<file path="config.mk">
export PLATFORM = sky130hd
export DESIGN_NAME = encoder_frame_parser
export DESIGN_NICKNAME = d
export VERILOG_FILES = /design/src/efp_pkg.sv /design/src/efp_core.sv /design/src/encoder_frame_parser.sv
export SDC_FILE = /design/constraint.sdc
export NUM_CORES = 1
export LEC_CHECK = 0
export BUFFER_PORTS_ARGS = -buffer_cell sky130_fd_sc_hd__buf_2
export CAP_MARGIN = 15
export CORE_ASPECT_RATIO = 0.6
export CORE_UTILIZATION = 65
export CTS_BUF_LIST = sky130_fd_sc_hd__clkbuf_4 sky130_fd_sc_hd__clkbuf_8
export CTS_CLUSTER_SIZE = 10
export DETAILED_ROUTE_END_ITERATION = 7
export PLACE_DENSITY = 0.92
export SYNTH_ARGS = -nofsm -noshare
export SYNTH_HDL_FRONTEND = slang
export SYNTH_SLANG_ARGS = --single-unit
</file>
<file path="constraint.sdc">
create_clock -name clk -period 5.7 [get_ports clk]
set_clock_uncertainty 0.1 [all_clocks]
set_input_delay 0 -clock clk [delete_from_list [all_inputs] [get_ports clk]]
set_output_delay 0 -clock clk [all_outputs]
set_load 0.02 [all_outputs]
</file>
<file path="src/efp_pkg.sv">
// Types and constants of the encoder frame parser.
package efp_pkg;

    localparam logic [7:0] HEADER_FIRST  = 8'h5A;
    localparam logic [7:0] HEADER_SECOND = 8'h7E;
    localparam logic [7:0] FLAG_RESET    = 8'hC1;

    typedef enum logic [3:0] {
        P_HDR1  = 4'd1,
        P_HDR2  = 4'd2,
        P_FLAG  = 4'd3,
        P_POS_H = 4'd4,
        P_POS_M = 4'd5,
        P_POS_L = 4'd6,
        P_CNT_H = 4'd7,
        P_CNT_L = 4'd8,
        P_SUM_H = 4'd9,
        P_SUM_L = 4'd10
    } progress_t;

    typedef enum logic [1:0] {
        ST_BUSY    = 2'd0,
        ST_HDR_ERR = 2'd1,
        ST_GOOD    = 2'd2,
        ST_SUM_ERR = 2'd3
    } status_t;

    typedef struct packed {
        logic       valid;
        logic [7:0] rx_byte;
    } step_word_t;

endpackage

</file>
<file path="src/efp_core.sv">
// Frame state machine, field assembly, checksum and result register.
module efp_core
    import efp_pkg::*;
(
    input  logic             clk,
    input  logic             rst_n,
    input  logic [7:0]       flag_byte,
    input  step_word_t       step,
    output logic             step_ready,
    output logic             out_valid,
    input  logic             out_stall,
    output logic [1:0]       status,
    output logic [23:0]      position,
    output logic [15:0]      frame_counter
);

    progress_t   progress_reg, progress_next;
    logic [23:0] position_acc_reg, position_acc_next;
    logic [15:0] counter_acc_reg, counter_acc_next;
    logic [15:0] checksum_rx_reg, checksum_rx_next;
    logic [15:0] checksum_sum_reg, checksum_sum_next;
    logic [7:0]  high_byte_hold_reg, high_byte_hold_next;

    logic        out_valid_reg, out_valid_next;
    status_t     status_reg, status_next;
    logic [23:0] position_reg, position_next;
    logic [15:0] frame_counter_reg, frame_counter_next;

    logic        fire;
    logic        mismatch;
    logic [15:0] sum_added;
    logic [7:0]  b;

    assign b          = step.rx_byte;
    assign step_ready = !out_valid_reg || !out_stall;
    assign fire       = step.valid && step_ready;
    assign sum_added  = checksum_sum_reg + {high_byte_hold_reg, b};

    always_comb
    begin
        progress_next       = progress_reg;
        position_acc_next   = position_acc_reg;
        counter_acc_next    = counter_acc_reg;
        checksum_rx_next    = checksum_rx_reg;
        checksum_sum_next   = checksum_sum_reg;
        high_byte_hold_next = high_byte_hold_reg;
        status_next         = ST_BUSY;
        position_next       = 24'd0;
        frame_counter_next  = 16'd0;
        mismatch            = 1'b0;

        unique case (progress_reg)
            P_HDR1:
            begin
                if (b == HEADER_FIRST)
                begin
                    position_acc_next = 24'd0;
                    progress_next     = P_HDR2;
                end
                else
                begin
                    mismatch = 1'b1;
                end
            end
            P_HDR2:
            begin
                if (b == HEADER_SECOND)
                begin
                    progress_next = P_FLAG;
                end
                else
                begin
                    mismatch = 1'b1;
                end
            end
            P_FLAG:
            begin
                if (b == flag_byte)
                begin
                    high_byte_hold_next = b;
                    checksum_sum_next   = 16'd0;
                    progress_next       = P_POS_H;
                end
                else
                begin
                    mismatch = 1'b1;
                end
            end
            P_POS_H:
            begin
                position_acc_next = {b, position_acc_reg[15:0]};
                checksum_sum_next = sum_added;
                progress_next     = P_POS_M;
            end
            P_POS_M:
            begin
                position_acc_next   = {position_acc_reg[23:16], b, position_acc_reg[7:0]};
                high_byte_hold_next = b;
                progress_next       = P_POS_L;
            end
            P_POS_L:
            begin
                position_acc_next = {position_acc_reg[23:8], b};
                checksum_sum_next = sum_added;
                progress_next     = P_CNT_H;
            end
            P_CNT_H:
            begin
                counter_acc_next    = {b, counter_acc_reg[7:0]};
                high_byte_hold_next = b;
                progress_next       = P_CNT_L;
            end
            P_CNT_L:
            begin
                counter_acc_next  = {counter_acc_reg[15:8], b};
                checksum_sum_next = sum_added;
                progress_next     = P_SUM_H;
            end
            P_SUM_H:
            begin
                checksum_rx_next = {b, checksum_rx_reg[7:0]};
                progress_next    = P_SUM_L;
            end
            P_SUM_L:
            begin
                if ({checksum_rx_reg[15:8], b} == checksum_sum_reg)
                begin
                    status_next        = ST_GOOD;
                    position_next      = position_acc_reg;
                    frame_counter_next = counter_acc_reg;
                end
                else
                begin
                    status_next = ST_SUM_ERR;
                end
                counter_acc_next  = 16'd0;
                checksum_rx_next  = 16'd0;
                checksum_sum_next = 16'd0;
                progress_next     = P_HDR1;
            end
            default:
            begin
                mismatch = 1'b1;
            end
        endcase

        if (mismatch)
        begin
            status_next   = ST_HDR_ERR;
            progress_next = P_HDR1;
        end
    end

    always_comb
    begin
        if (fire)
        begin
            out_valid_next = 1'b1;
        end
        else if (!out_stall)
        begin
            out_valid_next = 1'b0;
        end
        else
        begin
            out_valid_next = out_valid_reg;
        end
    end

    always_ff @(posedge clk or negedge rst_n)
    begin
        if (!rst_n)
        begin
            progress_reg       <= P_HDR1;
            position_acc_reg   <= 24'd0;
            counter_acc_reg    <= 16'd0;
            checksum_rx_reg    <= 16'd0;
            checksum_sum_reg   <= 16'd0;
            high_byte_hold_reg <= 8'd0;
            out_valid_reg      <= 1'b0;
        end
        else
        begin
            out_valid_reg <= out_valid_next;
            if (fire)
            begin
                progress_reg       <= progress_next;
                position_acc_reg   <= position_acc_next;
                counter_acc_reg    <= counter_acc_next;
                checksum_rx_reg    <= checksum_rx_next;
                checksum_sum_reg   <= checksum_sum_next;
                high_byte_hold_reg <= high_byte_hold_next;
            end
        end
    end

    always_ff @(posedge clk)
    begin
        if (fire)
        begin
            status_reg        <= status_next;
            position_reg      <= position_next;
            frame_counter_reg <= frame_counter_next;
        end
    end

    assign out_valid     = out_valid_reg;
    assign status        = status_reg;
    assign position      = position_reg;
    assign frame_counter = frame_counter_reg;

    a_last_byte_restarts: assert property (@(posedge clk) disable iff (!rst_n)
        fire && progress_reg == P_SUM_L |=> progress_reg == P_HDR1)
        else $error("frame end did not return to first header");

    a_payload_no_hdr_err: assert property (@(posedge clk) disable iff (!rst_n)
        fire && (progress_reg == P_POS_H || progress_reg == P_POS_M ||
                 progress_reg == P_POS_L || progress_reg == P_CNT_H ||
                 progress_reg == P_CNT_L || progress_reg == P_SUM_H ||
                 progress_reg == P_SUM_L)
        |=> status_reg != ST_HDR_ERR)
        else $error("header error reported in payload phase");

    a_fields_zero: assert property (@(posedge clk) disable iff (!rst_n)
        out_valid_reg && status_reg != ST_GOOD
        |-> position_reg == 24'd0 && frame_counter_reg == 16'd0)
        else $error("fields nonzero without good frame");

    a_result_follows_fire: assert property (@(posedge clk) disable iff (!rst_n)
        fire |=> out_valid_reg)
        else $error("accepted word produced no result");

endmodule

</file>
<file path="src/encoder_frame_parser.sv">
// Top level: flag register, input word register and frame parser core.
// Path: an accepted byte goes into the input word register, then its result into the result register.
// Throughput: one byte per cycle; the input register advances whenever the result register is
// free or being taken, and the whole frame step is one pass of the core logic.
// Reset: asynchronous active low; parser returns to the first header, accumulators clear,
// flag byte returns to 0xC1, no result is pending.
module encoder_frame_parser
    import efp_pkg::*;
(
    input  logic        clk,
    input  logic        rst_n,
    input  logic        cfg_valid,
    output logic        cfg_ready,
    input  logic [7:0]  cfg_data,
    input  logic        in_valid,
    output logic        in_stall,
    input  logic [7:0]  rx_byte,
    output logic        out_valid,
    input  logic        out_stall,
    output logic [1:0]  status,
    output logic [23:0] position,
    output logic [15:0] frame_counter
);

    logic [7:0] flag_byte_reg;
    logic       in_valid_reg, in_valid_next;
    logic [7:0] rx_byte_reg;
    logic       step_ready;
    logic       in_accept;
    step_word_t step;

    assign cfg_ready = 1'b1;
    assign in_stall  = in_valid_reg && !step_ready;
    assign in_accept = in_valid && !in_stall;

    assign step.valid   = in_valid_reg;
    assign step.rx_byte = rx_byte_reg;

    always_comb
    begin
        if (in_accept)
        begin
            in_valid_next = 1'b1;
        end
        else if (step_ready)
        begin
            in_valid_next = 1'b0;
        end
        else
        begin
            in_valid_next = in_valid_reg;
        end
    end

    always_ff @(posedge clk or negedge rst_n)
    begin
        if (!rst_n)
        begin
            flag_byte_reg <= FLAG_RESET;
            in_valid_reg  <= 1'b0;
        end
        else
        begin
            in_valid_reg <= in_valid_next;
            if (cfg_valid && cfg_ready)
            begin
                flag_byte_reg <= cfg_data;
            end
        end
    end

    always_ff @(posedge clk)
    begin
        if (in_accept)
        begin
            rx_byte_reg <= rx_byte;
        end
    end

    efp_core u_core (
        .clk           (clk),
        .rst_n         (rst_n),
        .flag_byte     (flag_byte_reg),
        .step          (step),
        .step_ready    (step_ready),
        .out_valid     (out_valid),
        .out_stall     (out_stall),
        .status        (status),
        .position      (position),
        .frame_counter (frame_counter)
    );

endmodule
</file>
==> summary.md <==
| Metric | Value |
|---|---|
| Core area | between 0.009 and 0.01 sq mm |
| Setup CP Type | reg -> reg |
| Initial DRC count | about 580 |
| Post-synthesis mux area share | 4.57% |
| Post-cts hold buffer count | 28 |
| Yosys reg bits | 136 |
| Synth warn | 0 |
| Hold Crit Class | in -> reg |
| CTS sink count | roughly 140 |
| Final WL | between 10000 and 15000 um |
| Worst-Margin Slew | 1.01 ns |
| Total congestion overflow | 0 |
| Pin count of the biggest net entering global routing | 87 |
| Setup TNS | 0 ns |
| PD cells | 451 mW/mm^2 |
| Pre-antenna DRT Iters | 8 |
| Rel. slew slack | 32.4% |
| Fin nets | 700 |
| Leakage | 3.23 nW |
| Adder-cell share of the synthesized area | 3.25% |
| Fmax | a little under 0.3 GHz |
| Drt via density | roughly 6 |
| WP data arrival | about 3.6 ns |
| Critical Path Fanout Max | 40 |
| Antenna Violating Nets Remaining | 0 |
| Post_cts resized | 0 |
| CTS max path bufs | 2 |
| Startpoint types | flip-flop |
| Share of cells above drive strength 1 | 19.1% |
| XOR/XNOR Fraction of Synth Area | approximately 3.7% |
| Clock root buffer | clkbuf_8 |
| Slew Viols, Final | 0 |
| RSZ-0062 raised after global routing | false |
| Post-CTS setup buffer count | 0 |
| Synth Cell Area | 0.00638 sq mm |
| ANT cells | 0 |
| Met3 wire length | approximately 1200 um |
| Final count of hold timing violations | 0 |
| Placed instance count | around 740 |
| Die width | between 100 and 150 um |
| Fin util | 79.5% |
| DR vias | 4845 |
| Metal2 WL | roughly 7000 um |
| Number of enable flip-flop cells after synthesis | 50 |
| Simple-gate share of the synthesized area | 16.7% |
| Insertion delay to the later sink of the worst-skew pair | between 0.4 and 0.5 ns |
| Die height | between 70 and 80 um |
| Crit share post-route | about three fifths |
| Top Metal Used | met4 |
| Gpl congestion | around 0.9 |
| Final setup vio count | 0 |
| Top FF cell, synth | dfrtp_1 |
| First-pass GRT wire length | between 20000 and 25000 um |
| Critical path data required time | between 5 and 6 ns |
| Wire length on met1 | 6060 um |
| Row Count | 27 |
| Setup crit end kind | flip-flop |
| Avg Inst Size Synth | between 10 and 15 sq um |
| Port buffer count | 64 |
| Detailed placement HPWL | around 9400 um |
| CTS buffer count | 17 |
| FFs w/ async S/R, synth | 63.2% |
| Post-synthesis cell type count | between 50 and 60 |
| Tmin final | 3.42 ns |
| Wire per inst | approximately 18 um |
| Max H-tree Level | 4 |
| Vias in the first global route | roughly 4.8k |
| Initial antenna violation count | 0 |
| CTS tree | yes |
| Clock transition at path regs | about 0.070 ns |
| GRT Util Overall | 31.6% |
| Final Non-Filler Cells | around 810 |
| P&R area growth vs syn | 16.6% |
| Starting density of the core | between 60% and 70% |
| Sequential area share after synthesis | 57.3% |
| Compound-Gate Fraction of Synth Area | a little over a tenth |
| Synthesized Nets | just over 600 |
| IO Count | between 60 and 70 |
| Mapped Cells | 579 |
| DIE AREA | around 0.01 sq mm |
| Maximum VDD drop | about 0.00025 V |
| Main combinational cell family by area after synthesis | simple AND/OR/NAND/NOR gates |
| Status | complete, no violations |
| MaxCap Viol Count | 0 |
| DRC Markers | 0 |
[power by group]
group / internal [mW] / switching [mW]
registers: 1.27 / 0.238
clock network: 0.414 / 0.378
logic: 0.459 / 0.600
total: 2.14 / 1.22
[cell families (layout without fill, tap and decap cells)]
group	Yosys count	in the layout
AOI/OAI and AO/OA	109	109
xor gates and xnor gates	27	27
adders and majority gates	16	16
buffers and inverters	53	150
DFF	136	136
muxes	27	27
other	1	1
and+or+nand+nor	210	210
[metal layers]
| metal | vias up | track usage, % |
|---|---|---|
| met5 | - | 0 |
| met4 | 0 | 13.6 |
| met3 | 36 | 7.28 |
| met2 | 274 | 51.3 |
| met1 | 2352 | 41.3 |
| li1 | 2183 | - |
[area by class of cell]
type	count	area, sq um
clock buffers	21	270
repair buffers	96	656
flip-flops and latches	136	3660
multi-input cells	390	2490
clock inverters	11	124
fillers	566	1920
well taps	130	163
inverters	22	82.6
[cell usage in the layout (no fill, tap or decap), types with 6 or more instances in the layout]
master,synthesis,routed
buf_2,12,63
ha_1,15,15
dfrtp_1,82,82
xor2_1,6,6
o21ai_0,55,55
nor3_1,6,6
mux2_2,17,17
nor2_1,12,12
xnor2_1,21,21
mux2i_1,10,10
clkbuf_8,0,18
dlygate4sd3_1,0,29
and2_1,42,42
nand3_1,22,22
nand2b_1,10,10
nand2_1,89,89
inv_1,22,22
edfxtp_1,50,50
a21oi_1,16,16
[per-stage QoR]
stage	instance area, sq um	total power, mW	hold WS [ns]	setup slack (ns)
6_report	7440	3.36	0.166	2.28
5_1_grt	7440	3.54	0.153	2.06
4_1_cts	7400	3.32	0.149	2.32
3_5_place_dp	6730	2.51	0.0813	2.35
3_3_place_gp	6730	2.43	0.0831	2.59
2_1_floorplan	6380	2.24	-0.396	3.11
[critical path, cell delays in order, from the launching register on]
cell	delay [ns]
edfxtp_1	0.65
ha_1	0.48
nor4_1	0.36
nand4_1	0.15
nor4_1	0.39
and3_1	0.90
and2_1	0.25
[worst paths after layout]
check | cells after the start | end | startpoint | slack [ns]
worst max-delay path | 6 | u_core.frame_counter[14] | rx_byte_reg[5] | 2.28
worst min-delay path | 2 | rx_byte_reg[5] | rx_byte[5] | 0.17
worst max register to register | 6 | u_core.frame_counter[14] | rx_byte_reg[5] | 2.28
worst min register to register | 2 | u_core.counter_acc_reg[7] | u_core.counter_acc_reg[7] | 0.38
max in group asynchronous | 4 | u_core.progress_reg[0] | rst_n | 4.48
min in group asynchronous | 3 | u_core.checksum_rx_reg[15] | rst_n | 0.36
[Yosys cell counts, drive strengths merged (6+ instances only)]
master	instances	area [sq um]
nand2	89	334
dfrtp	82	2050
o21ai	56	280
edfxtp	50	1500
and2	42	263
inv	22	82.6
nand3	22	110
xnor2	21	184
mux2	17	191
a21oi	16	80.1
buf	16	97.6
clkbuf	15	56.3
ha	15	188
nor2	13	51.3
mux2i	10	100
nand2b	10	62.6
nor3	8	56.3
a211oi	6	70.1
nand4	6	43.8
xor2	6	52.6
Power figures use the tool's default switching activity.
